--- src/hdl/mck_pkg.sv ---
package mck_pkg;

    // widths of the register and the result fields
    localparam int DIT_W = 10;
    localparam int DUR_W = 12;
    localparam int LEN_W = 3;
    localparam int PAT_W = 5;

    localparam logic [DIT_W-1:0] DIT_RESET = 10'd70;

    // character codes
    localparam logic [7:0] CHAR_A     = 8'h41;
    localparam logic [7:0] CHAR_Z     = 8'h5A;
    localparam logic [7:0] CHAR_0     = 8'h30;
    localparam logic [7:0] CHAR_9     = 8'h39;
    localparam logic [7:0] CHAR_SLASH = 8'h2F;
    localparam logic [7:0] CHAR_SPACE = 8'h20;

    // patterns packed as {len, bits}; first element in bit 0, 1 means dah
    localparam logic [7:0] LETTER_TAB [26] = '{
        8'h42, 8'h81, 8'h85, 8'h61, 8'h20, 8'h84, 8'h63, 8'h80, 8'h40,
        8'h8E, 8'h65, 8'h82, 8'h43, 8'h41, 8'h67, 8'h86, 8'h8B, 8'h62,
        8'h60, 8'h21, 8'h64, 8'h88, 8'h66, 8'h89, 8'h8D, 8'h83
    };

    localparam logic [7:0] DIGIT_TAB [10] = '{
        8'hBF, 8'hBE, 8'hBC, 8'hB8, 8'hB0, 8'hA0, 8'hA1, 8'hA3, 8'hA7, 8'hAF
    };

    localparam logic [7:0] SLASH_PAT = 8'hA9;

    typedef struct packed {
        logic             ok;
        logic             space;
        logic [LEN_W-1:0] len;
        logic [PAT_W-1:0] bits;
    } pat_t;

    // controller to datapath
    typedef struct packed {
        logic load_char;
        logic load_pat;
        logic emit_on;
        logic emit_off;
        logic emit_space;
    } cmd_t;

    // datapath to controller
    typedef struct packed {
        logic ok;
        logic space;
    } status_t;

    // character to element pattern
    function automatic pat_t lookup(input logic [7:0] c);
        pat_t       p;
        logic [7:0] entry;
        logic [7:0] diff;
        p     = '0;
        entry = '0;
        diff  = '0;
        if (c >= CHAR_A && c <= CHAR_Z)
        begin
            diff  = c - CHAR_A;
            entry = LETTER_TAB[diff[4:0]];
            p.ok  = 1'b1;
        end
        else if (c >= CHAR_0 && c <= CHAR_9)
        begin
            diff  = c - CHAR_0;
            entry = DIGIT_TAB[diff[3:0]];
            p.ok  = 1'b1;
        end
        else if (c == CHAR_SLASH)
        begin
            entry = SLASH_PAT;
            p.ok  = 1'b1;
        end
        else if (c == CHAR_SPACE)
        begin
            p.space = 1'b1;
        end
        p.len  = entry[7:5];
        p.bits = entry[4:0];
        return p;
    endfunction

endpackage

--- src/hdl/morse_character_keyer.sv ---
// channel  | signals                                   | handshake
// ---------+-------------------------------------------+-------------------------------
// input    | char_code[7:0]                            | start & !busy
// config   | cfg_data[9:0] (dit_ms)                    | cfg_we, always taken
// result   | key_on, duration_ms[11:0], last           | strobe, one cycle, no stall
//
// a character of n elements is latched, looked up in the table, and then gets one
// key-down and one key-up segment per element from the controller state machine;
// space gives a single key-up segment, other codes give no segment at all.
// the result of the final segment appears in the same cycle as busy drops.
// the receiver cannot stall; each segment must be taken in its strobe cycle.
// reset clears the controller and strobe and sets dit_ms to 70.
module morse_character_keyer (
    input  logic                         clk,
    input  logic                         rst_n,
    input  logic                         start,
    output logic                         busy,
    input  logic [7:0]                   char_code,
    input  logic                         cfg_we,
    input  logic [mck_pkg::DIT_W-1:0]    cfg_data,
    output logic                         strobe,
    output logic                         key_on,
    output logic [mck_pkg::DUR_W-1:0]    duration_ms,
    output logic                         last
);

    mck_pkg::cmd_t    cmd;
    mck_pkg::status_t status;
    logic             last_elem;

    mck_ctrl u_ctrl (
        .clk       (clk),
        .rst_n     (rst_n),
        .start     (start),
        .last_elem (last_elem),
        .status    (status),
        .busy      (busy),
        .cmd       (cmd)
    );

    mck_datapath u_datapath (
        .clk         (clk),
        .rst_n       (rst_n),
        .char_code   (char_code),
        .cfg_we      (cfg_we),
        .cfg_data    (cfg_data),
        .cmd         (cmd),
        .status      (status),
        .last_elem   (last_elem),
        .strobe      (strobe),
        .key_on      (key_on),
        .duration_ms (duration_ms),
        .last        (last)
    );

    // segments of one transaction come back to back
    assert property (@(posedge clk) disable iff (!rst_n)
        strobe && !last |=> strobe)
        else $error("segment gap inside a character");

    // a character's final segment is never followed at once by another
    assert property (@(posedge clk) disable iff (!rst_n)
        strobe && last |=> !strobe)
        else $error("segment right after final segment");

    // key-down is always followed by key-up
    assert property (@(posedge clk) disable iff (!rst_n)
        strobe && key_on |=> strobe && !key_on)
        else $error("key-down not followed by key-up");

    // key-down segment never closes a character
    assert property (@(posedge clk) disable iff (!rst_n)
        strobe && key_on |-> !last)
        else $error("final segment with key down");

endmodule

--- src/hdl/mck_ctrl.sv ---
module mck_ctrl (
    input  logic              clk,
    input  logic              rst_n,
    input  logic              start,
    input  logic              last_elem,
    input  mck_pkg::status_t  status,
    output logic              busy,
    output mck_pkg::cmd_t     cmd
);

    localparam logic [2:0] ST_IDLE  = 3'd0;
    localparam logic [2:0] ST_LOOK  = 3'd1;
    localparam logic [2:0] ST_ON    = 3'd2;
    localparam logic [2:0] ST_OFF   = 3'd3;
    localparam logic [2:0] ST_SPACE = 3'd4;

    logic [2:0] state_reg;
    logic [2:0] state_next;

    // next state and commands
    always_comb
    begin
        state_next = state_reg;
        cmd        = '0;
        case (state_reg)
            ST_IDLE:
            begin
                if (start)
                begin
                    cmd.load_char = 1'b1;
                    state_next    = ST_LOOK;
                end
            end
            ST_LOOK:
            begin
                cmd.load_pat = 1'b1;
                if (status.ok)
                    state_next = ST_ON;
                else if (status.space)
                    state_next = ST_SPACE;
                else
                    state_next = ST_IDLE;
            end
            ST_ON:
            begin
                cmd.emit_on = 1'b1;
                state_next  = ST_OFF;
            end
            ST_OFF:
            begin
                cmd.emit_off = 1'b1;
                state_next   = last_elem ? ST_IDLE : ST_ON;
            end
            ST_SPACE:
            begin
                cmd.emit_space = 1'b1;
                state_next     = ST_IDLE;
            end
            default:
            begin
                state_next = ST_IDLE;
            end
        endcase
    end

    always_ff @(posedge clk or negedge rst_n)
    begin
        if (!rst_n)
            state_reg <= ST_IDLE;
        else
            state_reg <= state_next;
    end

    assign busy = (state_reg != ST_IDLE);

endmodule

--- src/hdl/mck_datapath.sv ---
module mck_datapath (
    input  logic                         clk,
    input  logic                         rst_n,
    input  logic [7:0]                   char_code,
    input  logic                         cfg_we,
    input  logic [mck_pkg::DIT_W-1:0]    cfg_data,
    input  mck_pkg::cmd_t                cmd,
    output mck_pkg::status_t             status,
    output logic                         last_elem,
    output logic                         strobe,
    output logic                         key_on,
    output logic [mck_pkg::DUR_W-1:0]    duration_ms,
    output logic                         last
);

    logic [7:0]                  char_reg;
    logic [mck_pkg::DIT_W-1:0]   dit_reg;
    logic [mck_pkg::DUR_W-1:0]   three_reg;
    logic [mck_pkg::DUR_W-1:0]   three_next;
    logic [mck_pkg::LEN_W-1:0]   cnt_reg;
    logic [mck_pkg::PAT_W-1:0]   bits_reg;
    logic                        strobe_reg;
    logic                        key_on_reg;
    logic [mck_pkg::DUR_W-1:0]   dur_reg;
    logic                        last_reg;
    logic [mck_pkg::DUR_W-1:0]   one_dur;
    mck_pkg::pat_t               pat;

    // table lookup on the held character
    assign pat          = mck_pkg::lookup(char_reg);
    assign status.ok    = pat.ok;
    assign status.space = pat.space;
    assign last_elem    = (cnt_reg == mck_pkg::LEN_W'(1));

    assign one_dur    = mck_pkg::DUR_W'(dit_reg);
    assign three_next = mck_pkg::DUR_W'(cfg_data) + mck_pkg::DUR_W'({cfg_data, 1'b0});

    // dit register and its triple
    always_ff @(posedge clk or negedge rst_n)
    begin
        if (!rst_n)
        begin
            dit_reg   <= mck_pkg::DIT_RESET;
            three_reg <= mck_pkg::DUR_W'(mck_pkg::DIT_RESET) * mck_pkg::DUR_W'(3);
        end
        else if (cfg_we)
        begin
            dit_reg   <= cfg_data;
            three_reg <= three_next;
        end
    end

    // character and element shift register
    always_ff @(posedge clk)
    begin
        if (cmd.load_char)
            char_reg <= char_code;
        if (cmd.load_pat)
        begin
            cnt_reg  <= pat.len;
            bits_reg <= pat.bits;
        end
        else if (cmd.emit_off)
        begin
            cnt_reg  <= cnt_reg - mck_pkg::LEN_W'(1);
            bits_reg <= bits_reg >> 1;
        end
    end

    // result strobe
    always_ff @(posedge clk or negedge rst_n)
    begin
        if (!rst_n)
            strobe_reg <= 1'b0;
        else
            strobe_reg <= cmd.emit_on | cmd.emit_off | cmd.emit_space;
    end

    // result payload
    always_ff @(posedge clk)
    begin
        if (cmd.emit_on)
        begin
            key_on_reg <= 1'b1;
            dur_reg    <= bits_reg[0] ? three_reg : one_dur;
            last_reg   <= 1'b0;
        end
        else if (cmd.emit_off)
        begin
            key_on_reg <= 1'b0;
            dur_reg    <= last_elem ? three_reg : one_dur;
            last_reg   <= last_elem;
        end
        else if (cmd.emit_space)
        begin
            key_on_reg <= 1'b0;
            dur_reg    <= three_reg;
            last_reg   <= 1'b1;
        end
    end

    assign strobe      = strobe_reg;
    assign key_on      = key_on_reg;
    assign duration_ms = dur_reg;
    assign last        = last_reg;

endmodule
--- config.mk ---
export PLATFORM = sky130hd
export DESIGN_NAME = morse_character_keyer
export DESIGN_NICKNAME = d
export VERILOG_FILES = /design/src/hdl/mck_pkg.sv /design/src/hdl/morse_character_keyer.sv /design/src/hdl/mck_ctrl.sv /design/src/hdl/mck_datapath.sv
export SDC_FILE = /design/constraint.sdc
export NUM_CORES = 1
export LEC_CHECK = 0
export BUFFER_PORTS_ARGS = -buffer_cell sky130_fd_sc_hd__buf_2
export CAP_MARGIN = 10
export CORE_MARGIN = 4
export CORE_UTILIZATION = 51
export CTS_BUF_LIST = sky130_fd_sc_hd__clkbuf_8
export CTS_CLUSTER_DIAMETER = 80
export DETAILED_ROUTE_END_ITERATION = 8
export MAX_ROUTING_LAYER = met4
export PLACE_DENSITY = 0.7
export SETUP_SLACK_MARGIN = 0.15
export SLEW_MARGIN = 10
export SYNTH_ARGS = -nofsm -noshare
export SYNTH_HDL_FRONTEND = slang
export SYNTH_SLANG_ARGS = --single-unit
--- constraint.sdc ---
create_clock -name clk -period 2.7 [get_ports clk]
set_clock_uncertainty 0.2 [all_clocks]
set_input_delay 0.135 -clock clk [delete_from_list [all_inputs] [get_ports clk]]
set_output_delay 0.135 -clock clk [all_outputs]
set_load 0.005 [all_outputs]
==> out/qor.txt, run 1 <==
Status - completed
Pre-Repair DR Iteration Count - 4
PwrDens - 775.3 mW/mm^2
Vias in the first global route - 2505
Hold Path End - u_datapath.three_reg[7]
Mapped Nets - 365
R2r endpoint - u_datapath.bits_reg[3]
Crit path cell chain - inv_6 -> ha_4 -> inv_2 -> ha_4 -> or3_4 -> a31oi_1 -> nor3_1 -> a31oi_1 -> o221ai_1
Reg2reg path depth - 9
Largest family of logic cells by synthesized area - simple AND/OR/NAND/NOR gates
Vias - 2675
Post-synthesis xor/xnor area fraction - 2.469%
WP data arrival - 2.29 ns
RSZ-0062 raised after global routing - false
Worst Hold Class - in -> reg
Initial antenna violation count - 0
Total CTS buffers - 5
Yosys warnings - 0
Ys async rst share - 45.45%
Post-synth top area cell - edfxtp_1
Most frequent cell after synthesis - edfxtp_1
Max clock buf depth - 2
Number of synthesized flops with an enable pin - 28
Tot Pwr - 3.195 mW
Clock Tree Root - clkbuf_8
Peak VDD IR - 377.1 uV
Hpwl dp - 5249 microns
H-tree Lvls - 2
Leakage - 1.678 nW
Slew HR - 63.01%
Post-synthesis compound-gate area fraction - 14.60%
Drt wl/cell - 15.92 microns
Wire length on met1 - 3518 microns
Vias per cell - 5.803
Pins Over Slew Limit - 0
Worst slew pin tran - 0.5548 ns
Post-synth top cells - edfxtp_1 (28), mux2_2 (25), ha_1 (22), nor2_1 (22)
Yosys reg bits - 55
Synthesized area per cell - 10.77 sq um
DRC violations left - 0
Area Growth Syn to Fin - 19.61%
DRT antenna net count - 0
Grt ovf - 0
Top cell type's share of synthesized area - 24.40%
Seq/Total Area, Yosys - 43.97%
Core ar. - 0.006459 sq mm
Routed met2 length - 3246 microns
Adder-Cell Fraction of Synth Area - 8.569%
Worst hold start - cfg_we
Post-synth top flop - edfxtp_1
DR top layer - met4
Final-report hold violation count - 0
MaxCap Viol Count - 0
CP required - 2.56 ns
Largest net degree at the start of global routing - 26
Setup CP Type - reg -> reg
WL met3 - 481 microns
Simple-Gate Fraction of Synth Area - 16.27%
Clock-pin slew of the registers on the worst-case setup and hold paths - 0.10 ns
TNS Setup - 0 ns
Clock power share - 14.6%
Multiplexer area fraction after synthesis - 9.804%
Sw Share - 35.36%
R2R Setup Slk - 0.27 ns
Sink Count - 55
Setup violators final - 0
Critical Path Sink Type - flip-flop
Sequential power share - 42.2%
I/O Pins - 38
Initial core utilization - 53.35%
First-pass GRT wire length - 12280 microns
Ant diodes - 0
Post-synthesis cell count - 320
Part of the power in combinational logic - 43.2%
CTS tree - yes
Die X - 90.20 microns
Post-synth design cell area - 0.003446 sq mm
Highest Clock Rate - 0.4122 GHz
Row cnt - 29
Reg2reg start - u_datapath.char_reg[1]
Fin crit share - 89.85%
Switching pwr - 1.130 mW
P_int - 2.065 mW
Worst setup SP type - flip-flop
Die extent in y - 90.20 microns
Netlist cell types - 68
RD Place Congestion - 0.8857
Clk Latency, worst-skew pair - 0.31 ns
Tmin final - 2.426 ns
Critical Path Max Stage Delay - 0.46 ns
Gr usage total - 18.72%
Hold Path Depth - 4
Die area - 0.008135 sq mm
Layout cells sized above 1 - 30.73%
Number of DRC markers in iteration 0 - 139
DRT Wirelength - 7337 microns
Final nets - 428
Worst-path fanout max - 8
Worst path slowest cell - edfxtp_1
IO buf count - 37
Synth area leaders - edfxtp_1 (24%), dfrtp_1 (13%), mux2_2 (8.2%)
## worst max-delay path: cells and delay by family (launching register included)
family	cells	cell delay [ns]
AOI/OAI and AO/OA	3	0.49
buffers and inverters	2	0.15
and+or+nand+nor	2	0.44
DFF	1	0.46
adders and majority gates	2	0.44
## worst max path at each step
stage / start / end / slack (ns) / depth (start not counted)
4_1_cts: u_datapath.char_reg[0] / u_datapath.bits_reg[2] / 0.16 / 9
5_1_grt: u_datapath.char_reg[1] / u_datapath.bits_reg[3] / 0.13 / 9
2_1_floorplan: u_datapath.char_reg[1] / u_datapath.bits_reg[3] / 0.08 / 11
3_3_place_gp: u_datapath.char_reg[0] / u_datapath.cnt_reg[1] / 0.20 / 7
6_report: u_datapath.char_reg[1] / u_datapath.bits_reg[3] / 0.27 / 9
3_5_place_dp: u_datapath.char_reg[0] / u_datapath.bits_reg[2] / 0.14 / 9
## layout by cell type, fill, tap and decap left out, types with 8 or more instances in the layout
cell,Yosys,final
buf_2,5,37
dlygate4sd3_1,0,20
nor2_1,22,22
buf_4,2,13
mux2_2,25,25
ha_1,22,20
a21oi_1,18,18
nand2_1,16,16
dfrtp_1,18,18
edfxtp_1,28,28
inv_1,18,15
nand2b_1,8,8
o21ai_0,17,16
## power groups by stage
stage	logic [mW]	registers, mW	clock network, mW
after floorplan	0.928	1.34	0
after global placement	1.28	1.36	0
after detailed placement	1.30	1.36	0
after global routing	1.53	1.38	0.506
final	1.38	1.35	0.466
after CTS	1.33	1.35	0.478
## area by class of cell
class | count | area, sq um
clock buffer | 5 | 68.82
clock inverter | 3 | 23.77
fill | 512 | 2337
inverter | 18 | 75.07
multi-input combinational | 231 | 1832
sequential | 55 | 1515
tap | 77 | 96.34
timing repair buffer | 72 | 510.5
## cell families (layout without fill, tap and decap cells)
kind of cell	count (synthesis)	after routing
flops	55	55
fa+ha+maj	23	23
xor+xnor	8	8
compound gates	75	75
buf+inv	34	98
simple gates	96	96
mux	29	29
## routing by layer
| layer | vias to the layer above | track usage, % |
|---|---|---|
| li1 | 1312 | - |
| met1 | 1258 | 27.47 |
| met2 | 93 | 26.70 |
| met3 | 12 | 3.506 |
| met4 | 0 | 4.974 |
| met5 | - | - |
## stage by stage
| step | hold slack, ns | cell area, sq um | instances | setup WS [ns] | utilization, % |
|---|---|---|---|---|---|
| 2_1_floorplan | -0.3606 | 3497 | 320 | 0.07654 | - |
| 3_3_place_gp | -0.03684 | 3764 | 429 | 0.2029 | 58.27 |
| 3_5_place_dp | -0.03737 | 3764 | 429 | 0.1427 | 58.27 |
| 4_1_cts | 0.002408 | 4056 | 457 | 0.1560 | 62.81 |
| 5_1_grt | 0.02338 | 4121 | 461 | 0.1286 | 63.81 |
| 6_report | 0.003010 | 4121 | 461 | 0.2740 | 63.81 |
## what timing repair did
action | CTS | global route
buffers inserted | 0 | 4
hold endpoints to repair | 45 | 0
endpoints found under the setup margin | 0 | 4
hold buffers | 20 | 0
gates resized for setup | 0 | 6
No activity file was read; power rests on OpenSTA's default activity.
==> run 2: changes to the inputs <==
--- a/config.mk
+++ b/config.mk
@@ -13,7 +13,7 @@
 export CTS_CLUSTER_DIAMETER = 80
 export DETAILED_ROUTE_END_ITERATION = 8
 export MAX_ROUTING_LAYER = met4
-export PLACE_DENSITY = 0.7
+export PLACE_DENSITY = 0.78
 export SETUP_SLACK_MARGIN = 0.15
 export SLEW_MARGIN = 10
 export SYNTH_ARGS = -nofsm -noshare
==> out/qor.txt, run 2 (synthesis gave the netlist of run 1 again) <==
Max clock buf depth - 2
Worst-path fanout max - 17
Sink Count - 55
Grt ovf - 0
Largest net degree at the start of global routing - 26
DRC violations left - 0
Worst path top cell family by delay - compound AO/OA/AOI/OAI gates
RD Place Congestion - 0.9176
Gr usage total - 18.60%
Drt wl/cell - 16.23 microns
Die X - 90.20 microns
Pins Over Slew Limit - 0
Total CTS buffers - 5
Initial core utilization - 53.35%
Setup CP Type - reg -> reg
Tmin final - 2.529 ns
RSZ-0062 raised after global routing - true
Status - completed
Ant diodes - 0
PwrDens - 791.7 mW/mm^2
Vias in the first global route - 2598
Commonest non-fill, non-tap cells in the layout - buf_2 (37), edfxtp_1 (28), mux2_2 (25), nor2_1 (22), dlygate4sd3_1 (21)
Die extent in y - 90.20 microns
MaxCap Viol Count - 0
Finished layout cell area - 0.004161 sq mm
Die area - 0.008135 sq mm
FF+latch area - 0.001515 sq mm
Worst slew pin tran - 0.5713 ns
Worst setup SP type - flip-flop
Critical Path Max Stage Delay - 0.50 ns
Final nets - 430
Fin crit share - 93.66%
Crit path cell chain - buf_4 -> buf_4 -> ha_1 -> nand2b_1 -> a21oi_1 -> o32ai_1 -> nor2_1 -> a221oi_1
Highest Clock Rate - 0.3955 GHz
Clk Latency, worst-skew pair - 0.31 ns
Final-report hold violation count - 0
H-tree Lvls - 2
Worst path slowest cell - o32ai_1
Tot Pwr - 3.295 mW
Vias per cell - 5.894
TNS Setup - 0 ns
Initial antenna violation count - 0
Placed cell areas - 0.003749 sq mm
I/O Pins - 38
IO buf count - 37
Layout cells sized above 1 - 30.57%
Row cnt - 29
Area Growth Syn to Fin - 20.77%
CP required - 2.63 ns
DRT antenna net count - 0
Setup violators final - 0
Worst Hold Class - in -> async
Leakage - 1.699 nW
Clock-pin slew of the registers on the worst-case setup and hold paths - 0.10 ns
Multi-input logic area - 0.001851 sq mm
Clock Tree Root - clkbuf_8
Buf/Inv on CP - 2
Critical Path Sink Type - flip-flop
DRT Wirelength - 7516 microns
Pre-Repair DR Iteration Count - 5
Number of DRC markers in iteration 0 - 196
WP data arrival - 2.46 ns
Commonest non-fill, non-tap cell in the layout - buf_2
Hpwl dp - 5150 microns
Vias - 2729
Filler Cell Count - 491
Peak VDD IR - 545.8 uV
Crit path top cell by count - buf_4
Slew HR - 61.91%
Core ar. - 0.006459 sq mm
First-pass GRT wire length - 12260 microns
CTS tree - yes
[run 2: cell types whose count changed in the layout (fill, tap and decap cells not counted), moves of 2 or more]
cell / before / now
mux2i_1: 1 / 3
a31oi_1: 6 / 4
a31oi_4: 0 / 2
buf_4: 13 / 15
mux2i_2: 2 / 0
[run 2: routing by layer]
| metal | track usage [%] | vias up | wire length [microns] | part of all wire [%] |
|---|---|---|---|---|
| met2 | 28.00 | 118 | 3408 | 45 |
| li1 | - | 1316 | - | - |
| met4 | 7.908 | 0 | 227 | 3.0 |
| met5 | - | - | 0 | 0 |
| met1 | 24.79 | 1275 | 3373 | 45 |
| met3 | 3.339 | 20 | 506 | 6.7 |
[run 2: worst paths after layout]
kind,slack [ns],end,start,depth (start not counted)
min in group clk,0.26,u_datapath.duration_ms[0],u_datapath.three_reg[0],0
setup / recovery,0.17,u_datapath.cnt_reg[2],u_datapath.char_reg[1],8
setup reg to reg,0.17,u_datapath.cnt_reg[2],u_datapath.char_reg[1],8
max in group asynchronous,1.76,u_datapath.three_reg[7],rst_n,2
hold reg to reg,0.26,u_datapath.duration_ms[0],u_datapath.three_reg[0],0
hold / removal,0.15,u_ctrl.state_reg[0],rst_n,2
[run 2: per-stage QoR]
stage / setup slack, ns / util (%) / cells / hold slack (ns)
2_1_floorplan: 0.07654 / - / 320 / -0.3606
3_5_place_dp: 0.1845 / 58.04 / 427 / -0.03790
3_3_place_gp: 0.2123 / 58.04 / 427 / -0.04014
6_report: 0.1713 / 64.43 / 463 / 0.1510
4_1_cts: 0.1668 / 63.02 / 456 / 0.1603
5_1_grt: 0.07032 / 64.43 / 463 / 0.2126
[run 2: final cells by class]
type,instances,share of cell area (%)
timing repair buffer,74,12.39
clock buffer,5,1.654
clock inverter,3,1.022
sequential,55,36.41
inverter,18,1.744
tap,77,2.315
multi-input combinational,231,44.47
[run 2: power breakdown]
| part | switching, mW | internal [mW] |
|---|---|---|
| registers | 0.128 | 1.22 |
| clock network | 0.279 | 0.277 |
| logic | 0.746 | 0.647 |
[run 2: what timing repair did]
action,4_1_cts,5_1_grt
buffers inserted,0,7
hold buffers,21,0
endpoints found under the setup margin,0,6
hold endpoints to repair,47,0
gates resized for setup,0,4
==> run 3: changes to the inputs <==
--- a/config.mk
+++ b/config.mk
@@ -7,13 +7,15 @@
 export LEC_CHECK = 0
 export BUFFER_PORTS_ARGS = -buffer_cell sky130_fd_sc_hd__buf_2
 export CAP_MARGIN = 10
+export CELL_PAD_IN_SITES_DETAIL_PLACEMENT = 2
+export CELL_PAD_IN_SITES_GLOBAL_PLACEMENT = 2
 export CORE_MARGIN = 4
-export CORE_UTILIZATION = 51
+export CORE_UTILIZATION = 36
 export CTS_BUF_LIST = sky130_fd_sc_hd__clkbuf_8
 export CTS_CLUSTER_DIAMETER = 80
 export DETAILED_ROUTE_END_ITERATION = 8
 export MAX_ROUTING_LAYER = met4
-export PLACE_DENSITY = 0.78
+export PLACE_DENSITY = 0.82
 export SETUP_SLACK_MARGIN = 0.15
 export SLEW_MARGIN = 10
 export SYNTH_ARGS = -nofsm -noshare
==> out/qor.txt, run 3 (synthesis gave the netlist of run 1 again) <==
Status - completed
Clk Latency, worst-skew pair - 0.31 ns
I/O Pins - 38
Final nets - 429
Clock-pin slew of the registers on the worst-case setup and hold paths - 0.12 ns
Pre-Repair DR Iteration Count - 4
Met3 Usage GRT - 2.817%
Critical Path Sink Type - flip-flop
RD Place Congestion - 0.8326
Tmin final - 2.494 ns
Worst path top cell family by delay - compound AO/OA/AOI/OAI gates
Grt ovf - 0
Critical path launch point - u_datapath.char_reg[1]
Drt wl/cell - 20.50 microns
Leakage - 1.695 nW
Sink Count - 55
Reg2reg start - u_datapath.char_reg[1]
Die X - 105.8 microns
PwrDens - 796.9 mW/mm^2
Clock Tree Root - clkbuf_8
CP required - 2.57 ns
DRT antenna net count - 0
Hpwl dp - 7372 microns
Buf/Inv on CP - 2
Ant diodes - 0
Post-layout util - 45.59%
Critical Path Max Stage Delay - 0.46 ns
H-tree Lvls - 2
Worst Hold Class - in -> reg
R2r endpoint - u_datapath.bits_reg[2]
Setup violators final - 0
IO buf count - 37
Worst path slowest cell - edfxtp_1
First-pass GRT wire length - 17130 microns
Layout cells sized above 1 - 32.47%
R2R Setup Slk - 0.21 ns
Grt met1 use - 23.41%
Tot Pwr - 3.373 mW
WP depth - 9
Core ar. - 0.009284 sq mm
Highest Clock Rate - 0.4009 GHz
Die extent in y - 105.8 microns
Pins Over Slew Limit - 0
Row cnt - 35
Reg2reg path depth - 9
Vias per cell - 5.426
DRT Wirelength - 10540 microns
Setup CP Type - reg -> reg
MaxCap Viol Count - 0
Initial core utilization - 37.12%
Gr usage total - 19.90%
Area Growth Syn to Fin - 22.84%
Global routing's busiest layer - met2
RSZ-0062 raised after global routing - true
Worst setup SP type - flip-flop
Placed cell areas - 0.003844 sq mm
Vias - 2789
Slew HR - 60.13%
Commonest non-fill, non-tap cell in the layout - buf_2
Initial antenna violation count - 0
Crit path cell chain - clkinv_4 -> ha_4 -> inv_2 -> ha_4 -> mux2i_4 -> o21ai_2 -> a21oi_2 -> o21ai_2 -> a221o_1
Setup crit end - u_datapath.bits_reg[2]
CTS tree - yes
Final-report hold violation count - 0
Max clock buf depth - 2
Vias in the first global route - 3130
DRC violations left - 0
Peak VDD IR - 326.2 uV
Commonest non-fill, non-tap cells in the layout - buf_2 (37), edfxtp_1 (28), mux2_2 (25), nor2_1 (22), dlygate4sd3_1 (20)
Worst slew pin tran - 0.5981 ns
WP data arrival - 2.37 ns
Total CTS buffers - 5
Die area - 0.01120 sq mm
Number of DRC markers in iteration 0 - 88
TNS Setup - 0 ns
Finished layout cell area - 0.004233 sq mm
Fin crit share - 92.38%
Worst-path fanout max - 6
M2 GR Usage - 35.66%
Largest net degree at the start of global routing - 26
run 3: how the worst min path moves through the flow:
stage,startpoint,to,slack (ns),cells after the start
after floorplan,rst_n,u_ctrl.state_reg[0],-0.36,0
after global placement,rst_n,u_datapath.strobe,-0.03,1
after detailed placement,rst_n,u_datapath.strobe,-0.03,1
after CTS,cfg_we,u_datapath.three_reg[7],0.01,4
after global routing,cfg_we,u_datapath.three_reg[10],0.05,4
final,cfg_we,u_datapath.three_reg[7],0.03,4
run 3: worst reg2reg max path, stage by stage (launching register included):
cell and delay, ns:
edfxtp_1 0.46, clkinv_4 0.08, ha_4 0.16, inv_2 0.05, ha_4 0.32, mux2i_4 0.27, o21ai_2 0.09, a21oi_2 0.19
o21ai_2 0.09, a221o_1 0.33
run 3: metrics by stage:
stage	hold slack [ns]	cells	setup WS, ns
6_report	0.02527	514	0.2059
3_5_place_dp	-0.03125	483	0.1522
3_3_place_gp	-0.03092	483	0.2147
5_1_grt	0.04933	514	0.1226
2_1_floorplan	-0.3606	320	0.07654
4_1_cts	0.01349	513	0.1580
run 3: routing by layer:
| layer | up-vias | share of wire, % |
|---|---|---|
| li1 | 1312 | - |
| met1 | 1411 | 43 |
| met2 | 51 | 52 |
| met3 | 15 | 3.1 |
| met4 | 0 | 1.9 |
| met5 | - | 0 |
run 3: area by class of cell:
cell class              count  area [sq um]
clock inverters             3         20.02
fillers                   975          5051
multi-input cells         231          1877
repair buffers             73         518.0
clock buffers               5         68.82
inverters                  18         72.57
well taps                 129         161.4
flip-flops and latches     55          1515
run 3: timing repair:
| item | in CTS | in global routing |
|---|---|---|
| pin swaps | 2 | 4 |
| hold buffers | 20 | 0 |
| setup endpoints to repair | 1 | 7 |
| hold endpoints to repair | 42 | 0 |
| buffers inserted | 2 | 1 |
| resized for setup | 1 | 14 |
run 3: where the power goes:
group / internal (mW) / switching [mW] / total [mW]
combinational: 0.682 / 0.852 / 1.53
clock: 0.184 / 0.292 / 0.476
sequential: 1.22 / 0.145 / 1.36
total: 2.08 / 1.29 / 3.37
